==> config.mk <==
export PLATFORM = sky130hd
export DESIGN_NAME = bounded_array_list_with_insert
export DESIGN_NICKNAME = d
export VERILOG_FILES = /design/src/rtl/balwi_pkg.sv /design/src/rtl/balwi_ram.sv /design/src/rtl/balwi_dp.sv /design/src/rtl/balwi_ctrl.sv /design/src/rtl/bounded_array_list_with_insert.sv
export SDC_FILE = /design/constraint.sdc
export NUM_CORES = 1
export LEC_CHECK = 0
export BUFFER_PORTS_ARGS = -buffer_cell sky130_fd_sc_hd__buf_2
export CELL_PAD_IN_SITES_DETAIL_PLACEMENT = 1
export CELL_PAD_IN_SITES_GLOBAL_PLACEMENT = 1
export CORE_ASPECT_RATIO = 0.7
export CORE_MARGIN = 3
export CORE_UTILIZATION = 45
export CTS_BUF_LIST = sky130_fd_sc_hd__clkbuf_4 sky130_fd_sc_hd__clkbuf_8
export CTS_CLUSTER_DIAMETER = 30
export DETAILED_ROUTE_END_ITERATION = 12
export GPL_TIMING_DRIVEN = 0
export PLACE_DENSITY = 0.75
export SLEW_MARGIN = 40
export SYNTH_ARGS = -nofsm -noshare
export SYNTH_HDL_FRONTEND = slang
export SYNTH_SLANG_ARGS = --single-unit
==> constraint.sdc <==
create_clock -name aclk -period 7.3 [get_ports aclk]
set_input_delay 0.365 -clock aclk [delete_from_list [all_inputs] [get_ports aclk]]
set_output_delay 0.365 -clock aclk [all_outputs]
set_load 0.05 [all_outputs]
==> src/rtl/balwi_pkg.sv <==
// Shared types, codes and field widths of the bounded array list.
package balwi_pkg;

    localparam int OPCODE_W = 2;
    localparam int POS_W    = 5;
    localparam int VALUE_W  = 32;
    localparam int STATUS_W = 2;
    localparam int COUNT_W  = 5;
    localparam int CAP_W    = 5;

    localparam logic [CAP_W-1:0] CAP_RESET = 5'd16;

    localparam int S_TDATA_W = 40;
    localparam int M_TDATA_W = 40;
    localparam int M_PAD_W   = M_TDATA_W - (STATUS_W + VALUE_W + COUNT_W);

    typedef enum logic [OPCODE_W-1:0] {
        OP_APPEND = 2'd0,
        OP_SET    = 2'd1,
        OP_INSERT = 2'd2,
        OP_GET    = 2'd3
    } op_t;

    typedef enum logic [STATUS_W-1:0] {
        STAT_OK    = 2'd0,
        STAT_FULL  = 2'd1,
        STAT_RANGE = 2'd2
    } status_t;

    typedef struct packed {
        logic latch_req;
        logic set_status;
        logic capture_rd;
        logic wr_append;
        logic wr_pos;
        logic wr_shift;
        logic rd_shift;
        logic inc_count;
        logic load_idx;
        logic dec_idx;
        logic load_out;
    } cmd_t;

    typedef struct packed {
        op_t  op;
        logic err;
        logic at_end;
        logic shift_done;
    } sts_t;

endpackage

==> src/rtl/balwi_ram.sv <==
// Generic single-write, single-read RAM with a registered read port.
module balwi_ram #(
    parameter int WIDTH = 32,
    parameter int DEPTH = 16
) (
    input  logic                     clk,
    input  logic                     we,
    input  logic [$clog2(DEPTH)-1:0] waddr,
    input  logic [WIDTH-1:0]         wdata,
    input  logic [$clog2(DEPTH)-1:0] raddr,
    output logic [WIDTH-1:0]         rdata
);

    logic [WIDTH-1:0] mem [DEPTH];

    always_ff @(posedge clk) begin
        if (we) begin
            mem[waddr] <= wdata;
        end
        rdata <= mem[raddr];
    end

endmodule

==> src/rtl/balwi_dp.sv <==
// Datapath of the bounded array list: request, count, entry memory and result registers.
module balwi_dp #(
    parameter int DEPTH = 16
) (
    input  logic                             aclk,
    input  logic                             aresetn,
    input  logic                             cfg_wr_en,
    input  logic [balwi_pkg::CAP_W-1:0]      cfg_wr_data,
    input  logic [balwi_pkg::OPCODE_W-1:0]   in_opcode,
    input  logic [balwi_pkg::POS_W-1:0]      in_position,
    input  logic [balwi_pkg::VALUE_W-1:0]    in_item_value,
    input  balwi_pkg::cmd_t                  cmd,
    output balwi_pkg::sts_t                  sts,
    output balwi_pkg::status_t               out_status,
    output logic [balwi_pkg::VALUE_W-1:0]    out_read_value,
    output logic [balwi_pkg::COUNT_W-1:0]    out_entry_count
);

    import balwi_pkg::*;

    localparam int AW = $clog2(DEPTH);
    localparam int CW = $clog2(DEPTH + 1);
    localparam int LW = (CW > CAP_W) ? CW : CAP_W;

    op_t                op_reg;
    logic [POS_W-1:0]   pos_reg;
    logic [VALUE_W-1:0] val_reg;
    logic [CW-1:0]      count_reg;
    logic [CAP_W-1:0]   cap_reg;
    logic [AW-1:0]      idx_reg;
    status_t            status_reg;
    logic [VALUE_W-1:0] rd_reg;
    status_t            out_status_reg;
    logic [VALUE_W-1:0] out_value_reg;
    logic [COUNT_W-1:0] out_count_reg;

    logic [LW-1:0]      cap_ext;
    logic [LW-1:0]      limit;
    logic [LW-1:0]      cnt_ext;
    logic [LW-1:0]      pos_ext;
    logic               full;
    logic               range_err;
    logic               full_err;
    status_t            status_code;
    logic [AW-1:0]      pos_addr;
    logic [AW-1:0]      pos_plus1;
    logic [AW-1:0]      idx_minus1;

    logic               ram_we;
    logic [AW-1:0]      ram_waddr;
    logic [AW-1:0]      ram_raddr;
    logic [VALUE_W-1:0] ram_wdata;
    logic [VALUE_W-1:0] ram_rdata;

    assign cap_ext    = LW'(cap_reg);
    assign limit      = (cap_ext > LW'(DEPTH)) ? LW'(DEPTH) : cap_ext;
    assign cnt_ext    = LW'(count_reg);
    assign pos_ext    = LW'(pos_reg);
    assign full       = (cnt_ext >= limit);
    assign pos_addr   = AW'(pos_reg);
    assign pos_plus1  = pos_addr + AW'(1);
    assign idx_minus1 = idx_reg - AW'(1);

    always_comb begin
        range_err = 1'b0;
        full_err  = 1'b0;
        case (op_reg)
            OP_APPEND: begin
                full_err = full;
            end
            OP_INSERT: begin
                range_err = (pos_ext > cnt_ext);
                full_err  = full;
            end
            OP_SET, OP_GET: begin
                range_err = (pos_ext >= cnt_ext);
            end
            default: begin
                range_err = 1'b0;
            end
        endcase
        if (range_err) begin
            status_code = STAT_RANGE;
        end else if (full_err) begin
            status_code = STAT_FULL;
        end else begin
            status_code = STAT_OK;
        end
    end

    assign sts.op         = op_reg;
    assign sts.err        = range_err || full_err;
    assign sts.at_end     = (pos_ext == cnt_ext);
    assign sts.shift_done = (idx_reg == pos_plus1);

    always_comb begin
        ram_we    = cmd.wr_append || cmd.wr_pos || cmd.wr_shift;
        ram_waddr = pos_addr;
        ram_wdata = val_reg;
        if (cmd.wr_append) begin
            ram_waddr = AW'(count_reg);
        end else if (cmd.wr_shift) begin
            ram_waddr = idx_reg;
            ram_wdata = ram_rdata;
        end
        ram_raddr = cmd.rd_shift ? idx_minus1 : pos_addr;
    end

    balwi_ram #(
        .WIDTH (VALUE_W),
        .DEPTH (DEPTH)
    ) u_ram (
        .clk   (aclk),
        .we    (ram_we),
        .waddr (ram_waddr),
        .wdata (ram_wdata),
        .raddr (ram_raddr),
        .rdata (ram_rdata)
    );

    always_ff @(posedge aclk) begin
        if (!aresetn) begin
            count_reg <= '0;
            cap_reg   <= CAP_RESET;
        end else begin
            if (cfg_wr_en) begin
                cap_reg <= cfg_wr_data;
            end
            if (cmd.inc_count) begin
                count_reg <= count_reg + CW'(1);
            end
        end
    end

    always_ff @(posedge aclk) begin
        if (cmd.latch_req) begin
            op_reg  <= op_t'(in_opcode);
            pos_reg <= in_position;
            val_reg <= in_item_value;
        end
        if (cmd.set_status) begin
            status_reg <= status_code;
            rd_reg     <= '0;
        end else if (cmd.capture_rd) begin
            rd_reg <= ram_rdata;
        end
        if (cmd.load_idx) begin
            idx_reg <= AW'(count_reg);
        end else if (cmd.dec_idx) begin
            idx_reg <= idx_minus1;
        end
        if (cmd.load_out) begin
            out_status_reg <= status_reg;
            out_value_reg  <= rd_reg;
            out_count_reg  <= COUNT_W'(count_reg);
        end
    end

    assign out_status      = out_status_reg;
    assign out_read_value  = out_value_reg;
    assign out_entry_count = out_count_reg;

endmodule

==> src/rtl/balwi_ctrl.sv <==
// Controller state machine of the bounded array list and its result handshake.
module balwi_ctrl (
    input  logic            aclk,
    input  logic            aresetn,
    input  logic            s_tvalid,
    output logic            s_tready,
    output logic            m_tvalid,
    input  logic            m_tready,
    input  balwi_pkg::sts_t sts,
    output balwi_pkg::cmd_t cmd
);

    import balwi_pkg::*;

    typedef enum logic [6:0] {
        ST_IDLE     = 7'b0000001,
        ST_EXEC     = 7'b0000010,
        ST_RD_WAIT  = 7'b0000100,
        ST_SHIFT_RD = 7'b0001000,
        ST_SHIFT_WR = 7'b0010000,
        ST_INS_WR   = 7'b0100000,
        ST_FINISH   = 7'b1000000
    } state_t;

    state_t state_reg;
    state_t state_next;
    logic   m_valid_reg;
    logic   m_valid_next;

    always_comb begin
        cmd        = '0;
        state_next = state_reg;
        case (state_reg)
            ST_IDLE: begin
                if (s_tvalid) begin
                    cmd.latch_req = 1'b1;
                    state_next    = ST_EXEC;
                end
            end
            ST_EXEC: begin
                cmd.set_status = 1'b1;
                state_next     = ST_FINISH;
                if (!sts.err) begin
                    case (sts.op)
                        OP_APPEND: begin
                            cmd.wr_append = 1'b1;
                            cmd.inc_count = 1'b1;
                        end
                        OP_SET, OP_GET: begin
                            state_next = ST_RD_WAIT;
                        end
                        OP_INSERT: begin
                            if (sts.at_end) begin
                                cmd.wr_pos    = 1'b1;
                                cmd.inc_count = 1'b1;
                            end else begin
                                cmd.load_idx = 1'b1;
                                state_next   = ST_SHIFT_RD;
                            end
                        end
                        default: begin
                            state_next = ST_FINISH;
                        end
                    endcase
                end
            end
            ST_RD_WAIT: begin
                cmd.capture_rd = 1'b1;
                cmd.wr_pos     = (sts.op == OP_SET);
                state_next     = ST_FINISH;
            end
            ST_SHIFT_RD: begin
                cmd.rd_shift = 1'b1;
                state_next   = ST_SHIFT_WR;
            end
            ST_SHIFT_WR: begin
                cmd.wr_shift = 1'b1;
                if (sts.shift_done) begin
                    state_next = ST_INS_WR;
                end else begin
                    cmd.dec_idx = 1'b1;
                    state_next  = ST_SHIFT_RD;
                end
            end
            ST_INS_WR: begin
                cmd.wr_pos    = 1'b1;
                cmd.inc_count = 1'b1;
                state_next    = ST_FINISH;
            end
            ST_FINISH: begin
                if (!m_valid_reg || m_tready) begin
                    cmd.load_out = 1'b1;
                    state_next   = ST_IDLE;
                end
            end
            default: begin
                state_next = ST_IDLE;
            end
        endcase
    end

    always_comb begin
        m_valid_next = m_valid_reg;
        if (cmd.load_out) begin
            m_valid_next = 1'b1;
        end else if (m_tready) begin
            m_valid_next = 1'b0;
        end
    end

    always_ff @(posedge aclk) begin
        if (!aresetn) begin
            state_reg   <= ST_IDLE;
            m_valid_reg <= 1'b0;
        end else begin
            state_reg   <= state_next;
            m_valid_reg <= m_valid_next;
        end
    end

    assign s_tready = (state_reg == ST_IDLE);
    assign m_tvalid = m_valid_reg;

endmodule

==> src/rtl/bounded_array_list_with_insert.sv <==
// Top level of the bounded array list with append, set, insert and get.
// The block keeps an ordered list of up to DEPTH signed 32-bit words in a RAM
// and answers every request transaction with one result transaction carrying
// a status, a read value and the entry count after the request. It works on
// one request at a time: an append, a rejected request or an insert at the
// count goes from execute straight to finish, a set or get passes a read
// wait state, and an insert below the count passes a shift read and a shift
// write state for each entry from the position onward, because each such
// entry is moved by one read and one write through the single RAM port pair.
// A finished result sits in an output register, so the next request is
// accepted while it waits. The capacity register limits the list to
// min(capacity, DEPTH) entries; it resets to 16 and may be written while idle.
// The entry memory is not cleared at reset; only entries below the count are
// ever read.
module bounded_array_list_with_insert #(
    parameter int DEPTH = 16
) (
    input  logic                             aclk,
    input  logic                             aresetn,
    input  logic                             cfg_wr_en,
    input  logic [balwi_pkg::CAP_W-1:0]      cfg_wr_data,
    input  logic                             s_tvalid,
    output logic                             s_tready,
    // opcode [1:0], position [6:2], item_value [38:7], zero [39]
    input  logic [balwi_pkg::S_TDATA_W-1:0]  s_tdata,
    output logic                             m_tvalid,
    input  logic                             m_tready,
    // status [1:0], read_value [33:2], entry_count [38:34], zero [39]
    output logic [balwi_pkg::M_TDATA_W-1:0]  m_tdata
);

    import balwi_pkg::*;

    logic [OPCODE_W-1:0] in_opcode;
    logic [POS_W-1:0]    in_position;
    logic [VALUE_W-1:0]  in_item_value;
    cmd_t                cmd;
    sts_t                sts;
    status_t             out_status;
    logic [VALUE_W-1:0]  out_read_value;
    logic [COUNT_W-1:0]  out_entry_count;

    assign in_opcode     = s_tdata[OPCODE_W-1:0];
    assign in_position   = s_tdata[OPCODE_W +: POS_W];
    assign in_item_value = s_tdata[OPCODE_W + POS_W +: VALUE_W];

    balwi_ctrl u_ctrl (
        .aclk     (aclk),
        .aresetn  (aresetn),
        .s_tvalid (s_tvalid),
        .s_tready (s_tready),
        .m_tvalid (m_tvalid),
        .m_tready (m_tready),
        .sts      (sts),
        .cmd      (cmd)
    );

    balwi_dp #(
        .DEPTH (DEPTH)
    ) u_dp (
        .aclk            (aclk),
        .aresetn         (aresetn),
        .cfg_wr_en       (cfg_wr_en),
        .cfg_wr_data     (cfg_wr_data),
        .in_opcode       (in_opcode),
        .in_position     (in_position),
        .in_item_value   (in_item_value),
        .cmd             (cmd),
        .sts             (sts),
        .out_status      (out_status),
        .out_read_value  (out_read_value),
        .out_entry_count (out_entry_count)
    );

    assign m_tdata = {{M_PAD_W{1'b0}}, out_entry_count, out_read_value, out_status};

endmodule

==> impl_metrics.toml, run 1 <==
[clock_tree]
clk_latency_ns = 0.82
clockBufferDepth = 3
root_buffer = "clkbuf_8"
numCtsBuffers = 120
htreeDepth = 3
clk_pin_slew_worst_paths_ns = 0.07
cts_setup_buffers = 0
cts_tree = "done"
post_cts_resized = 0
cts.sinks = 678

[synthesis]
syn_area_per_cell_sq_um = 11.4
synth_top_flop_cell = "edfxtp_1"
yosysSeqAreaShare_pct = 65.0
async_reset_ff_share_pct = 0
syn-instance-count = 2625
yosysTopAreaCellShare_pct = 59.6
synth_most_common_cell = "edfxtp_1"
ys.warnings.count = 0
synth_cell_types = 51
netlist_area_sq_mm = 0.0300
synth_nets = 2688
synthTopCellsByArea = "edfxtp_1 60%, a21oi_1 8.4%, nand2_1 6.8%, dfxtp_1 5.5%, mux2i_1 4.8%"
ys_seq_elements = 678
synth-edff-count = 596
synth_top_cell_by_area = "edfxtp_1"
synthTopCellsByCount = "596 x edfxtp_1, 541 x nand2_1, 505 x a21oi_1"

[worst_setup_path]
critPathLaunchType = "flip-flop"
crit_path_top_delay_cell = "clkbuf_1"
worst-setup-path-type = "reg2reg"
timing.rr.start = "u_dp.pos_ext[0]$_DFFE_PP_"
cp_common_cell = "clkbuf_2"
crit_path_start = "u_dp.pos_ext[0]$_DFFE_PP_"
end_kind = "flip-flop"
cp_slowest_stage_delay_ns = 0.64
r2r_slack_ns = 2.61
worstPathCellList = "clkinv_1 > clkbuf_1 > clkbuf_2 > ha_1 > nand3_1 > nor2_1 > nand2_1 > a211oi_2 > o211ai_1 > clkbuf_2 > a21oi_4 > buf_8 > buf_16"
cp.arrival_ns = 5.17
crit_fanout = 12
cp_data_required_time_ns = 7.78

[sta]
rsz0062_at_grt = "no"
worst-slew-pin-transition_ns = 0.993
final_max_slew_viol_count = 0
holdWs_ns = 0.117
fin_skew_ns = 0.0604
clock.fmax_mhz = 213
setup_viol = 0
period_minus_slack_ns = 4.69
setup_tns_ns = 0
slew_headroom_pct = 33.2
finalHoldViolCount = 0
fin_crit_sh_pct = 64.3

[routing]
firstDrtPassIters = 6
drtIter0Drc = 3292
via_per_inst = 6.39
routedWlPerCell_microns = 31.1
drt-total-wl_mm = 122
drc = 0
ant_nets = 0
vias = 25100

[hold_path]
hold_start = "cfg_wr_en"
min_path_type = "in2reg"

[placed_design]
hpwlAfterDp_mm = 84.3
io_buffers = 88
gp_congestion = 0.939
dp.cells = 3639

[floorplan]
core_area_sq_mm = 0.0654
die_w_microns = 315
start_util_pct = 45.9
num_rows = 78
dieArea_sq_mm = 0.0699
num_io_pins = 92
die_y_microns = 222

[power]
leakagePower_nw = 12.8
p_total_w = 0.00912
ir_worst_vdd_uv = 214
powerDensity_mw_per_mm2 = 252

[layout]
stdcell_count = 3924
drive_gt1_share_pct = 16.6
largest-register = "u_dp.u_ram.mem"
layout.nets = 2997
area_growth_pct = 20.4
final_util_pct = 55.3
largest_reg_flops = 512

[status]
status = "complete, no violations"

[global_route]
grt_pass1_vias = 25700
grt_overflow = 0
antenna_found_initial = 8
grt.total_usage_pct = 34.1
grt_start_max_net_pins = 33
grt_pass1_wl_mm = 174

[job]
maxCapViolCount = 0
[kinds of logic after synthesis]
group / Yosys count / share of synthesized area, %
AO/OA/AOI/OAI: 673 / 12.7
AND/OR/NAND/NOR: 852 / 12.5
other: 1 / 0.0125
multiplexers: 177 / 6.03
flip-flops: 678 / 65.0
XOR/XNOR: 10 / 0.292
adder cells (fa/ha/maj): 13 / 0.541
buffers and inverters: 221 / 2.88
[layout by cell type, fill, tap and decap left out, types with 13 or more instances in the layout]
master and count:
a211o_1 32, a211oi_1 32, a21oi_1 488, a21oi_4 16, a221oi_1 32, a31oi_1 35
and3_1 35, buf_1 14, buf_2 115, buf_8 27, clkbuf_1 142, clkbuf_2 27
clkbuf_4 33, clkbuf_8 128, clkinv_1 15, clkinv_2 18, clkinvlp_4 13, dfxtp_1 82
dlygate4sd3_1 48, edfxtp_1 596, ha_1 13, mux2_2 33, mux2i_1 141, nand2_1 541
nand3_1 144, nor2_1 22, nor4_1 35, nor4_2 24
[critical path, delay by kind of cell, from the launching register on]
kind            cells  cell delay [ns]
flops               1             0.54
buf+inv             6             2.07
compound gates      3             1.14
fa+ha+maj           1             0.21
simple gates        3             0.35
[through the flow]
stage                     setup slack [ns]  area, sq um
after detailed placement              2.76        32800
after CTS                             2.71        36000
after global placement             0.00178        31600
after global routing                  2.53        36200
after floorplan                       3.11        30000
final                                 2.61        36200
[per-layer routing]
metal	GRT usage, %	up-vias	part of all wire [%]
met3	10.6	317	13
met2	51.1	1614	44
met4	12.9	6	3.7
li1	-	10400	-
met1	46.6	12700	39
met5	0	-	0.026
[report_power, final]
group | internal [W] | total (W) | switching, W
registers | 0.00430 | 0.00434 | 0.0000408
clock network | 0.00225 | 0.00400 | 0.00176
logic | 0.000222 | 0.000780 | 0.000558
[cell type report]
type                            count  area [sq um]
Fill cell                        6811         29200
Sequential cell                   678         19500
Multi-Input combinational cell   1726         10200
Clock buffer                      161          2010
Timing Repair Buffer              187          1750
Tap cell                          880          1100
Buffer                            207           848
Clock inverter                     68           704
Inverter                           14          52.6
Antenna cell                        3          7.51
[repair_timing]
item | 4_1_cts | 5_1_grt
hold buffers | 48 | 0
endpoints found under the hold margin | 50 | 0
setup endpoints to repair | 0 | 0
[path summary, 6_finish.rpt]
| path | end | cells past startpoint |
|---|---|---|
| setup / recovery | u_dp.u_ram.mem[8][25]$_DFFE_PP_ | 13 |
| hold / removal | u_dp.cap_ext[1]$_SDFFE_PN0P_ | 3 |
| setup reg to reg | u_dp.u_ram.mem[8][25]$_DFFE_PP_ | 13 |
| hold reg to reg | u_dp.out_read_value[9]$_DFFE_PP_ | 0 |
No activity file was read; power rests on OpenSTA's default activity.
==> inputs of run 2 (changes only) <==
PLACE_DENSITY = 0.78   (was 0.75)
clock period = 4.1 ns   (was 7.3 ns; I/O delays follow)
==> impl_metrics.toml, run 2 (same netlist as run 1, synthesis figures left out) <==
[clock_tree]
numCtsBuffers = 117
clockBufferDepth = 3
cts_tree = "done"
root_buffer = "clkbuf_8"
clk_latency_ns = 0.79
htreeDepth = 3
cts.sinks = 678
clk_pin_slew_worst_paths_ns = 0.08

[floorplan]
num_rows = 78
dieArea_sq_mm = 0.0699
core_area_sq_mm = 0.0654
die_w_microns = 315
num_io_pins = 92
die_y_microns = 222
start_util_pct = 45.9

[sta]
final_max_slew_viol_count = 0
worst-slew-pin-transition_ns = 1.01
clock.fmax_mhz = 242
setup_ws_ns = -0.0277
setup_viol = 10
holdWs_ns = 0.110
finalHoldViolCount = 0
period_minus_slack_ns = 4.13
fin_skew_ns = 0.0489
fin_crit_sh_pct = 101
slew_headroom_pct = 32.2

[layout]
largest_reg_flops = 512
fill_cells = 6779
layout.nets = 3026
final_common_cell = "edfxtp_1"
layout_common_cells = "596 x edfxtp_1, 541 x nand2_1, 488 x a21oi_1"
stdcell_count = 3948
drive_gt1_share_pct = 17.4
largest-register = "u_dp.u_ram.mem"
final_util_pct = 55.7
area_growth_pct = 21.1

[job]
maxCapViolCount = 0

[routing]
drtIter0Drc = 4442
firstDrtPassIters = 6
via_per_inst = 6.62
routedWlPerCell_microns = 33.0
ant_nets = 0
drt-total-wl_mm = 130
drc = 0
vias = 26100

[worst_setup_path]
critPathLaunchType = "flip-flop"
cp.arrival_ns = 4.59
crit_path_top_delay_cell = "edfxtp_1"
worst-setup-path-type = "reg2reg"
cp_slowest_stage_delay_ns = 0.65
crit_fanout = 19
cp_data_required_time_ns = 4.56
worstPathCellList = "clkinvlp_4 > buf_4 > ha_1 > nand3_1 > nor2_1 > nand2_1 > a211oi_2 > o211ai_1 > buf_4 > a21oi_4 > buf_8 > buf_16 > buf_8"
end_kind = "flip-flop"

[power]
ir_worst_vdd_uv = 385
powerDensity_mw_per_mm2 = 445
p_total_w = 0.0162
leakagePower_nw = 13.0

[placed_design]
hpwlAfterDp_mm = 87.9
io_buffers = 88
dp.cells = 3643
gp_congestion = 0.962

[global_route]
grt_start_max_net_pins = 26
antenna_found_initial = 9
grt.total_usage_pct = 36.4
grt_pass1_vias = 26200
grt_pass1_wl_mm = 184
grt_overflow = 0

[status]
violations = "negative setup slack"
status = "finished with violations"

[hold_path]
min_path_type = "in2reg"
==> run 2: repair_timing <==
action / CTS / global route
pin swaps: 6 / 1
endpoints found under the hold margin: 66 / 0
gates resized for setup: 19 / 2
hold buffers: 58 / 0
endpoints found under the setup margin: 496 / 89
gates cloned: 0 / 0
setup buffers: 17 / 4
==> run 2: cell type report <==
cell class | count | area (sq um) | share of cell area (%)
Sequential cell | 678 | 19500 | 53.7
Multi-Input combinational cell | 1726 | 10100 | 27.6
Timing Repair Buffer | 222 | 2110 | 5.80
Clock buffer | 162 | 2040 | 5.59
Tap cell | 880 | 1100 | 3.03
Buffer | 204 | 871 | 2.39
Clock inverter | 60 | 616 | 1.69
Inverter | 14 | 56.3 | 0.155
Antenna cell | 2 | 5.00 | 0.0138
==> run 2: metrics by stage <==
stage	setup TNS, ns	setup WS [ns]	cell area [sq um]
after floorplan	-10.90	-0.0852	30100
after global placement	-1053.99	-3.08	31600
after detailed placement	-110.34	-0.570	32700
after CTS	0	0.144	36200
after global routing	-0.000838	-0.000455	36400
final	-0.147	-0.0277	36400
==> run 2: power by group <==
| part | leakage, nW | switching (W) | internal (W) |
|---|---|---|---|
| clock | 1.37 | 0.00310 | 0.00389 |
| combinational | 5.62 | 0.00104 | 0.000408 |
| sequential | 6.02 | 0.000113 | 0.00765 |
==> run 2: final timing paths <==
check | startpoint | endpoint | slack [ns] | cells past startpoint
max | u_dp.pos_ext[0]$_DFFE_PP_ | u_dp.u_ram.mem[6][25]$_DFFE_PP_ | -0.03 | 13
min | s_tdata[23] | u_dp.val_reg[16]$_DFFE_PP_ | 0.11 | 2
max reg2reg | u_dp.pos_ext[0]$_DFFE_PP_ | u_dp.u_ram.mem[6][25]$_DFFE_PP_ | -0.03 | 13
min reg2reg | u_dp.status_reg[1]$_SDFFCE_PP1P_ | u_dp.out_status[1]$_DFFE_PP_ | 0.43 | 0
==> run 2: critical path: cells and delay by family (launching register included) <==
kind | cells | cell delay, ns
adders and majority gates | 1 | 0.34
and+or+nand+nor | 3 | 0.44
DFF | 1 | 0.65
buffers and inverters | 6 | 1.54
AOI/OAI and AO/OA | 3 | 0.78
==> run 2: metal layers <==
layer  GRT usage (%)  wire length (microns)  vias up
li1                -                      -    10500
met1            48.8                  49300    13000
met2            50.8                  53600     2153
met3            14.6                  19900      494
met4            18.1                   7330       10
met5            1.93                    244        -
